<file path="config.mk">
export PLATFORM = sky130hd
export DESIGN_NAME = double_ended_queue
export DESIGN_NICKNAME = d
export VERILOG_FILES = /design/src/deq_pkg.sv /design/src/deq_ctrl.sv /design/src/deq_datapath.sv /design/src/double_ended_queue.sv
export SDC_FILE = /design/constraint.sdc
export NUM_CORES = 1
export LEC_CHECK = 0
export ABC_CLOCK_PERIOD_IN_PS = 5220
export BUFFER_PORTS_ARGS = -buffer_cell sky130_fd_sc_hd__buf_2
export CAP_MARGIN = 15
export CORE_ASPECT_RATIO = 0.8
export CORE_MARGIN = 5
export CORE_UTILIZATION = 35
export CTS_BUF_LIST = sky130_fd_sc_hd__clkbuf_2
export CTS_CLUSTER_SIZE = 24
export DETAILED_ROUTE_END_ITERATION = 16
export GPL_TIMING_DRIVEN = 0
export SLEW_MARGIN = 20
export SYNTH_ARGS = -nofsm -noshare
export SYNTH_HDL_FRONTEND = slang
export SYNTH_HIERARCHICAL = 1
export SYNTH_SLANG_ARGS = --single-unit
</file>
<file path="constraint.sdc">
create_clock -name clk -period 5.22 [get_ports clk]
set_input_delay 0.783 -clock clk [delete_from_list [all_inputs] [get_ports clk]]
set_output_delay 0.783 -clock clk [all_outputs]
set_load 0.01 [all_outputs]
</file>
<file path="src/deq_pkg.sv">
// shared types and constants for the double-ended queue
`default_nettype none

package deq_pkg;

	localparam int unsigned VALUE_W = 32;

	typedef enum logic [1:0] {
		MODE_PUSH_FRONT = 2'd0,
		MODE_PUSH_BACK  = 2'd1,
		MODE_POP_FRONT  = 2'd2,
		MODE_POP_BACK   = 2'd3
	} mode_t;

	typedef enum logic [1:0] {
		ST_DONE  = 2'd0,
		ST_FULL  = 2'd1,
		ST_EMPTY = 2'd2
	} status_t;

	typedef struct packed {
		logic capture;
		logic exec;
		logic load;
	} deq_cmd_t;

endpackage

`default_nettype wire

</file>
<file path="src/deq_ctrl.sv">
// controller state machine: sequences capture, execute and result load
`default_nettype none

module deq_ctrl
	import deq_pkg::*;
(
	input  wire logic     clk,
	input  wire logic     arst_n,
	input  wire logic     in_valid,
	output logic          in_ready,
	output logic          out_valid,
	input  wire logic     out_ready,
	output deq_cmd_t      cmd
);

	typedef enum logic [1:0] {
		S_IDLE,
		S_EXEC,
		S_LOAD
	} state_t;

	state_t state_q;
	logic   out_valid_q;

	assign in_ready    = (state_q == S_IDLE);
	assign out_valid   = out_valid_q;
	assign cmd.capture = (state_q == S_IDLE) && in_valid;
	assign cmd.exec    = (state_q == S_EXEC);
	// result register frees up when empty or being taken this cycle
	assign cmd.load    = (state_q == S_LOAD) && (!out_valid_q || out_ready);

	always_ff @(posedge clk or negedge arst_n) begin
		if (!arst_n) begin
			state_q     <= S_IDLE;
			out_valid_q <= 1'b0;
		end else begin
			if (cmd.load) begin
				out_valid_q <= 1'b1;
			end else if (out_ready) begin
				out_valid_q <= 1'b0;
			end
			case (state_q)
				S_IDLE: begin
					if (in_valid) begin
						state_q <= S_EXEC;
					end
				end
				S_EXEC: begin
					state_q <= S_LOAD;
				end
				S_LOAD: begin
					if (!out_valid_q || out_ready) begin
						state_q <= S_IDLE;
					end
				end
				default: begin
					state_q <= S_IDLE;
				end
			endcase
		end
	end

endmodule

`default_nettype wire

</file>
<file path="src/deq_datapath.sv">
// datapath: ring storage, front and back pointers, occupancy and result register
`default_nettype none

module deq_datapath
	import deq_pkg::*;
#(
	parameter int unsigned DEPTH      = 16,
	parameter int unsigned DATA_WIDTH = 32,
	parameter int unsigned AW         = (DEPTH > 1) ? $clog2(DEPTH) : 1,
	parameter int unsigned CW         = $clog2(DEPTH + 1)
) (
	input  wire logic                 clk,
	input  wire logic                 arst_n,
	input  wire deq_cmd_t             cmd,
	input  wire logic [1:0]           in_mode,
	input  wire logic [VALUE_W-1:0]   in_value,
	output logic [VALUE_W-1:0]        out_value,
	output logic [1:0]                out_status,
	output logic [CW-1:0]             out_count,
	output logic                      out_empty
);

	localparam int unsigned SW       = (DATA_WIDTH < VALUE_W) ? DATA_WIDTH : VALUE_W;
	localparam logic [AW-1:0] LAST   = AW'(DEPTH - 1);
	localparam logic [CW-1:0] FULL_N = CW'(DEPTH);

	logic [DATA_WIDTH-1:0] mem [DEPTH];

	mode_t           mode_q;
	logic [SW-1:0]   word_q;
	logic [AW-1:0]   front_q;
	logic [AW-1:0]   back_q;
	logic [CW-1:0]   occ_q;
	logic [DATA_WIDTH-1:0] rdata_q;
	logic            hit_q;
	status_t         st_q;

	logic [VALUE_W-1:0] value_out_q;
	status_t            status_out_q;
	logic [CW-1:0]      count_out_q;
	logic               empty_out_q;

	logic          full;
	logic          none;
	logic [AW-1:0] front_next;
	logic [AW-1:0] front_prev;
	logic [AW-1:0] back_next;
	logic [AW-1:0] back_prev;
	logic          wr_en;
	logic [AW-1:0] wr_addr;
	logic          rd_en;
	logic [AW-1:0] rd_addr;

	assign full       = (occ_q == FULL_N);
	assign none       = (occ_q == '0);
	assign front_next = (front_q == LAST) ? '0 : front_q + AW'(1);
	assign front_prev = (front_q == '0) ? LAST : front_q - AW'(1);
	assign back_next  = (back_q == LAST) ? '0 : back_q + AW'(1);
	assign back_prev  = (back_q == '0) ? LAST : back_q - AW'(1);

	always_comb begin
		wr_en   = 1'b0;
		wr_addr = back_q;
		rd_en   = 1'b0;
		rd_addr = front_q;
		if (cmd.exec) begin
			case (mode_q)
				MODE_PUSH_FRONT: begin
					wr_en   = !full;
					wr_addr = front_prev;
				end
				MODE_PUSH_BACK: begin
					wr_en   = !full;
					wr_addr = back_q;
				end
				MODE_POP_FRONT: begin
					rd_en   = !none;
					rd_addr = front_q;
				end
				MODE_POP_BACK: begin
					rd_en   = !none;
					rd_addr = back_prev;
				end
				default: begin
					wr_en = 1'b0;
				end
			endcase
		end
	end

	always_ff @(posedge clk) begin
		if (wr_en) begin
			mem[wr_addr] <= DATA_WIDTH'(word_q);
		end
		if (rd_en) begin
			rdata_q <= mem[rd_addr];
		end
	end

	// pointers and occupancy
	always_ff @(posedge clk or negedge arst_n) begin
		if (!arst_n) begin
			front_q <= '0;
			back_q  <= '0;
			occ_q   <= '0;
		end else if (cmd.exec) begin
			case (mode_q)
				MODE_PUSH_FRONT: begin
					if (!full) begin
						front_q <= front_prev;
						occ_q   <= occ_q + CW'(1);
					end
				end
				MODE_PUSH_BACK: begin
					if (!full) begin
						back_q <= back_next;
						occ_q  <= occ_q + CW'(1);
					end
				end
				MODE_POP_FRONT: begin
					if (!none) begin
						front_q <= front_next;
						occ_q   <= occ_q - CW'(1);
					end
				end
				MODE_POP_BACK: begin
					if (!none) begin
						back_q <= back_prev;
						occ_q  <= occ_q - CW'(1);
					end
				end
				default: begin
					occ_q <= occ_q;
				end
			endcase
		end
	end

	// item capture, outcome and result register
	always_ff @(posedge clk) begin
		if (cmd.capture) begin
			mode_q <= mode_t'(in_mode);
			word_q <= in_value[SW-1:0];
		end
		if (cmd.exec) begin
			hit_q <= 1'b0;
			st_q  <= ST_DONE;
			case (mode_q)
				MODE_PUSH_FRONT, MODE_PUSH_BACK: begin
					if (full) begin
						st_q <= ST_FULL;
					end
				end
				MODE_POP_FRONT, MODE_POP_BACK: begin
					if (none) begin
						st_q <= ST_EMPTY;
					end else begin
						hit_q <= 1'b1;
					end
				end
				default: begin
					st_q <= ST_DONE;
				end
			endcase
		end
		if (cmd.load) begin
			value_out_q  <= hit_q ? VALUE_W'(rdata_q[SW-1:0]) : '0;
			status_out_q <= st_q;
			count_out_q  <= occ_q;
			empty_out_q  <= none;
		end
	end

	assign out_value  = value_out_q;
	assign out_status = status_out_q;
	assign out_count  = count_out_q;
	assign out_empty  = empty_out_q;

endmodule

`default_nettype wire

</file>
<file path="src/double_ended_queue.sv">
// top level of the double-ended queue: controller plus datapath
//
// channel   dir  tdata                                  tuser
// s_axis    in   value_in[31:0]                         mode[1:0]
// m_axis    out  value_out[31:0], count, is_empty, pad  status[1:0]
//
// each item goes through three steps: capture, execute (one ring write or read), load result
// the ring memory sees at most one write or one read per item and one operation runs at a time
// a new item is taken while the previous result still waits on m_axis
// reset clears pointers and occupancy; ring contents are not cleared
// a stalled result holds the block in its load step until m_axis_tready
`default_nettype none

module double_ended_queue
	import deq_pkg::*;
#(
	parameter int unsigned DEPTH      = 16,
	parameter int unsigned DATA_WIDTH = 32
) (
	input  wire logic             clk,
	input  wire logic             arst_n,
	input  wire logic             s_axis_tvalid,
	output logic                  s_axis_tready,
	input  wire logic [31:0]      s_axis_tdata,   // value_in[31:0]
	input  wire logic [1:0]       s_axis_tuser,   // mode[1:0]
	output logic                  m_axis_tvalid,
	input  wire logic             m_axis_tready,
	// value_out, count, is_empty, zero pad
	output logic [((VALUE_W + $clog2(DEPTH + 1) + 1 + 7) / 8) * 8 - 1:0] m_axis_tdata,
	output logic [1:0]            m_axis_tuser    // status[1:0]
);

	localparam int unsigned CW  = $clog2(DEPTH + 1);
	localparam int unsigned OTW = ((VALUE_W + CW + 1 + 7) / 8) * 8;

	deq_cmd_t           cmd;
	logic [VALUE_W-1:0] value_out;
	logic [CW-1:0]      count;
	logic               is_empty;

	deq_ctrl u_ctrl (
		.clk       (clk),
		.arst_n    (arst_n),
		.in_valid  (s_axis_tvalid),
		.in_ready  (s_axis_tready),
		.out_valid (m_axis_tvalid),
		.out_ready (m_axis_tready),
		.cmd       (cmd)
	);

	deq_datapath #(
		.DEPTH      (DEPTH),
		.DATA_WIDTH (DATA_WIDTH),
		.CW         (CW)
	) u_datapath (
		.clk        (clk),
		.arst_n     (arst_n),
		.cmd        (cmd),
		.in_mode    (s_axis_tuser),
		.in_value   (s_axis_tdata),
		.out_value  (value_out),
		.out_status (m_axis_tuser),
		.out_count  (count),
		.out_empty  (is_empty)
	);

	assign m_axis_tdata = OTW'({is_empty, count, value_out});

endmodule

`default_nettype wire
</file>
After elaboration in Yosys (flattened, before gate mapping)
Memories as Yosys holds them, arrays and structs flattened. A register that Yosys moved wholly into a read port is not among the register bits.
Index checks and enable logic that the tools add are counted.
{ "word_totals": {"register_bits": 93, "latchBits": 0, "wordCells": 88, "inputBits": 38, "memories": 1, "mem_bits_ro": 0, "mem_bits_rw": 512, "output_inout_bits": 44} }
{ "memory_table": {"columns": ["memory", "depth", "width", "rd", "rd_ports_with_merged_regs", "write_ports", "line", "rtl"], "rows": [
  ["u_datapath.mem", 16, 32, 1, 1, 1, "deq_datapath.sv:27", "logic [DATA_WIDTH-1:0] mem [DEPTH];"]
]} }
{ "op_classes": {"bitwise_logic": 0, "mux": 32, "n_reduce_logical": 20, "n_div": 0, "order_cmp": 0, "n_eq_ne": 16, "addsub": 6, "shift": 0, "mul": 0} }
{ "op_table": {"columns": ["cell", "n"], "rows": [
  ["$mux W4", 12],
  ["$ne A2 B2 Y1 const B", 8],
  ["$pmux W4 S2", 2],
  ["$mux W1", 10],
  ["$mux W5", 2],
  ["$pmux W5 S2", 1],
  ["$add A4 B1 Y4 const B", 2],
  ["$eq A4 B4 Y1 const B", 2],
  ["$logic_not A4 Y1", 2],
  ["$reduce_and A4 Y1", 2],
  ["$sub A4 B1 Y4 const B", 2],
  ["$eq A2 B2 Y1 const B", 3],
  ["$mux W2", 3],
  ["$pmux W2 S3", 1],
  ["$reduce_bool A2 Y1", 3],
  ["$add A5 B1 Y5 const B", 1],
  ["$eq A5 B5 Y1 const B", 1],
  ["$logic_not A5 Y1", 1],
  ["$sub A5 B1 Y5 const B", 1],
  ["$eq A2 B1 Y1 const B", 2],
  ["$logic_not A2 Y1", 2],
  ["$pmux W2 S2", 1],
  ["$reduce_or A2 Y1", 2],
  ["$logic_not A1 Y1", 3],
  ["other kinds (4)", 5]
]} }

Logic depth before layout (Yosys ltp)
{ "logic_depth": {"word_depth": 6, "depth_mapped": 12, "ltp_nobuf": 8} }

Cells and area by module
The synthesis kept the hierarchy.
{ "modules_own_cells": {"columns": ["module", "seq_area_each_um2", "area_per_inst_um2", "cells_per_inst", "instances"], "rows": [
  ["deq_datapath", 18973.2, 24534.8, 1698, 1],
  ["deq_ctrl", 75.1, 132.6, 12, 1],
  ["double_ended_queue", 0.0, 26.3, 4, 1]
]} }

Least setup slack after synthesis
OpenSTA, ideal clock, no wires.
{ "synth_timing": {"kind": "register to register", "from": "register u_datapath.front_q[1]", "to": "memory u_datapath.mem[4][0], enable pin", "arrival_time_ns": 3.073, "t_required_ns": 4.799, "synth_period_minus_slack_ns": 3.494, "path_buffers": 1, "setup_ns": 0.421, "stages_incl_launch_ff": 10, "slack_ns": 1.726, "path_cell_list": "dfrtp_1 -> clkbuf_1 -> inv_1 -> ha_1 -> o21bai_1 -> a21oi_1 -> a41oi_1 -> mux2i_1 -> nand2_1 -> nor2_1"} }
{ "synth_via": {"elab_chain_cells": 4, "word_cells_on_any_way": 5, "cone_classes": "add/sub: 1; mux: 3; reduce/logical: 1"} }
{ "synth_lines": {"columns": ["item", "line", "rtl"], "rows": [
  ["from (decl)", "deq_datapath.sv:31", "logic [AW-1:0] front_q;"],
  ["from (signal assigned)", "deq_datapath.sv:110", "front_q <= front_prev;"],
  ["from (signal assigned)", "deq_datapath.sv:122", "front_q <= front_next;"],
  ["$sub A4 B1 Y4 / $logic_not A4 Y1 (equally long branches)", "deq_datapath.sv:57", "assign front_prev = (front_q == '0) ? LAST : front_q - AW'(1);"],
  ["$mux W4 *", "deq_datapath.sv:57", null],
  ["$mux W4 *", "deq_datapath.sv:67", "case (mode_q)"],
  ["$mux W4 *", "deq_datapath.sv:66", "if (cmd.exec) begin"],
  ["to (decl)", "deq_datapath.sv:27", null]
]} }
Mark *: on every way between the ends. The rest lies on a longest branch, timed or not.

Worst setup path in the final report
{ "layout_timing": {"from": "register u_datapath.front_q[1]", "to": "memory u_datapath.mem[1][24], enable pin"} }
The elaborated chain is that of the path after synthesis.

==> flow_summary.json <==
{
  "yosysSeqAreaShare_pct": 77.1,
  "powerDensity_mw_per_mm2": 500,
  "fin_crit_ns": 3.68,
  "start_kind": "flop",
  "yosysUniqueCellTypes": 54,
  "critPathBufInv": 3,
  "netlist_top_cells_count": "edfxtp_1 (621), nand2_1 (417), nand3_1 (188)",
  "fin_skew_ns": 0.0799,
  "initialDrtViolationCount": 1576,
  "grt_first_pass_wirelength_mm": 97.5,
  "fp.dieW_um": 307,
  "clock.fmax_mhz": 272,
  "post_cts_buffers": 0,
  "grt_pass1_vias": 15500,
  "path_cells": "clkbuf_1 -> inv_1 -> ha_1 -> o21bai_1 -> a21oi_1 -> a41oi_1 -> mux2i_1 -> nand2_1 -> nor2_4 -> buf_12",
  "crit_fanout": 17,
  "cp.arrival_ns": 4.47,
  "nets": 2054,
  "synth-async-reset-ratio_pct": 2.51,
  "postRouteAntennaNets": 0,
  "slowest_delay_ns": 0.65,
  "ctsRootBufferMaster": "clkbuf_2",
  "status": "completed",
  "crit_start": "u_datapath/front_q[1]",
  "hold_start": "s_axis_tdata[20]",
  "drv_slew": 0,
  "global_route.usage.met3_pct": 5.24,
  "wire_per_inst_um": 21.9,
  "cpLargestDelayFamily": "simple AND/OR/NAND/NOR gates",
  "dp.cells": 2750,
  "holdWs_ns": 0.319,
  "ys_seq_elements": 637,
  "rsz0062_at_grt": "false",
  "cts_tree": "done",
  "cts_htree_levels": 4,
  "worstSkewPairLatency_ns": 1.16,
  "critPathCaptureType": "flop",
  "yosys_warnings": 6,
  "rows": 87,
  "synth_edf_count": 621,
  "grt_overflow_total": 0,
  "min_path_type": "input port to flop",
  "fin_area_mm2": 0.0286,
  "antenna_found_initial": 2,
  "required_ns": 6.01,
  "initial_core_util_pct": 35.2,
  "finalSetupViolCount": 0,
  "vias": 15700,
  "crit-reg2reg-launch": "u_datapath/front_q[1]",
  "fin_util_pct": 40.8,
  "clkSlewWorstSetupHoldPaths_ns": 0.11,
  "tightestPinTransition_ns": 0.972,
  "drive_gt1_share_pct": 21.0,
  "synth_area_mm2": 0.0247,
  "grt_use_met2_pct": 27.0,
  "worst_slack_ns": 1.54,
  "dieArea_mm2": 0.0760,
  "fin_cells": 3040,
  "cts_buffers": 151,
  "synth_cells": 1714,
  "place_area_mm2": 0.0269,
  "avgSynthCellArea_um2": 14.4,
  "ys_top_cells_by_area": "edfxtp_1 (76%), nand2_1 (6.3%), nand3_1 (3.8%)",
  "die_h_um": 248,
  "gp_congestion": 0.858,
  "yosys.area.top_type": "edfxtp_1",
  "place_hpwl_mm": 43.2,
  "area_delta_synth_final_pct": 16.0,
  "busiest_layer": "met2",
  "fp.coreArea_mm2": 0.0702,
  "crit_path_top_delay_cell": "nor2_4",
  "hold_viol": 0,
  "cts_resized": 0,
  "path_class": "flop to flop",
  "maxCapViolations": 0,
  "ios": 82,
  "routed_via_density": 5.16,
  "post-synth-top-count-cell": "edfxtp_1",
  "cts_max_path_buffers": 3,
  "p_leak_nw": 9.96,
  "drcViolationCount": 0,
  "max-vdd-ir-drop_mv": 0.262,
  "dp_worst_setup_slack_ns": 1.72,
  "yosys.area.top_type_share_pct": 75.5,
  "wirelength_mm": 66.7,
  "clock_sinks": 637,
  "grt_start_max_net_pins": 35,
  "port-buffer-count": 79,
  "relSlewSlack_pct": 35.2,
  "drtPass1Iterations": 5,
  "period_share_pct": 70.5,
  "grt_usage_pct": 17.2,
  "grt_use_met1_pct": 23.5,
  "synthFlopType": "edfxtp_1"
}
==> per-stage QoR <==
step	TNS (ns)	total power, mW
2_1_floorplan	0	9.24
3_3_place_gp	-24.58	11.0
3_5_place_dp	0	11.2
4_1_cts	0	14.4
5_1_grt	0	15.1
6_report	0	14.3
==> cell usage in the layout (no fill, tap or decap), types with 3 or more instances in the layout <==
| master | n |
|---|---|
| a211oi_1 | 25 |
| a21o_1 | 4 |
| a21oi_1 | 20 |
| a31o_2 | 5 |
| a32oi_1 | 23 |
| and2_1 | 34 |
| buf_12 | 8 |
| buf_16 | 14 |
| buf_2 | 132 |
| buf_4 | 17 |
| buf_6 | 4 |
| bufinv_16 | 3 |
| clkbuf_1 | 25 |
| clkbuf_2 | 211 |
| clkinv_1 | 23 |
| clkinv_2 | 3 |
| clkinvlp_4 | 4 |
| dfrtp_1 | 16 |
| dlygate4sd3_1 | 39 |
| edfxtp_1 | 621 |
| ha_1 | 7 |
| inv_1 | 7 |
| inv_2 | 7 |
| mux2_2 | 3 |
| mux2i_1 | 38 |
| nand2_1 | 417 |
| nand3_1 | 188 |
| nand4_1 | 50 |
| nor2_1 | 13 |
| nor2_4 | 16 |
| nor2b_1 | 3 |
| nor4_1 | 7 |
| o2111ai_1 | 5 |
| o21ai_0 | 14 |
| o21ai_1 | 33 |
| o21bai_1 | 3 |
| o22ai_1 | 12 |
| xnor2_1 | 11 |
==> repair_timing <==
item                                    4_1_cts  5_1_grt
hold buffers                                 39        0
hold endpoints to repair                     53        0
endpoints found under the setup margin        0        0
==> worst paths after layout <==
path                                                  to  slack (ns)  cells past startpoint
worst max-delay path               u_datapath/mem[1][24]        1.54                     10
worst min-delay path               u_datapath/word_q[20]        0.32                      2
worst max register to register     u_datapath/mem[1][24]        1.54                     10
worst min register to register  u_datapath/out_status[1]        0.43                      0
max in group asynchronous            u_datapath/occ_q[4]        3.53                      4
min in group asynchronous           u_datapath/back_q[3]        0.54                      3
==> worst register-to-register path: stages, from the launching register on <==
cell      delay [ns]
dfrtp_1         0.47
clkbuf_1        0.46
inv_1           0.15
ha_1            0.27
o21bai_1        0.18
a21oi_1         0.17
a41oi_1         0.10
mux2i_1         0.28
nand2_1         0.29
nor2_4          0.65
buf_12          0.27
==> cell families after synthesis <==
group	share of synthesized area, %
AO/OA/AOI/OAI	4.40
adder cells (fa/ha/maj)	0.436
AND/OR/NAND/NOR	13.5
flip-flops	77.1
multiplexers	1.68
XOR/XNOR	0.461
buffers and inverters	2.32
other	0.0152
==> layout make-up <==
class	count	area (um2)
fill	6480	41600
sequential	637	19000
multi-input combinational	968	5220
timing repair buffer	140	1330
tap	934	1170
clock buffer	210	1050
buffer	102	544
clock inverter	40	253
inverter	8	30.0
antenna	1	2.50
==> routing by layer <==
layer / wire length, um / vias up / part of all wire, %
li1: - / 7062 / -
met1: 28300 / 7776 / 42
met2: 30700 / 757 / 46
met3: 6460 / 93 / 9.7
met4: 1300 / 0 / 1.9
met5: 0 / - / 0
==> sequential cells by signal, summed over array words and instances, names as in the netlist <==
name and count:
u_datapath/out_count 5, u_datapath/out_empty 1, u_ctrl/out_valid 1, u_datapath/st_q 2
u_datapath/out_value 32, u_datapath/front_q 4, u_datapath/out_status 2, u_datapath/mem 512
u_datapath/back_q 4, u_datapath/word_q 32, u_datapath/rdata_q 32, u_datapath/hit_q 1
u_datapath/occ_q 5, u_ctrl/state_q 2, u_datapath/mode_q 2
==> where the power goes <==
part	switching [mW]	leakage [nW]	internal [mW]
sequential	0.254	5.81	6.17
combinational	3.33	3.15	1.42
clock	1.93	0.995	1.23
total	5.52	9.96	8.81
No activity file was read; power rests on OpenSTA's default activity.
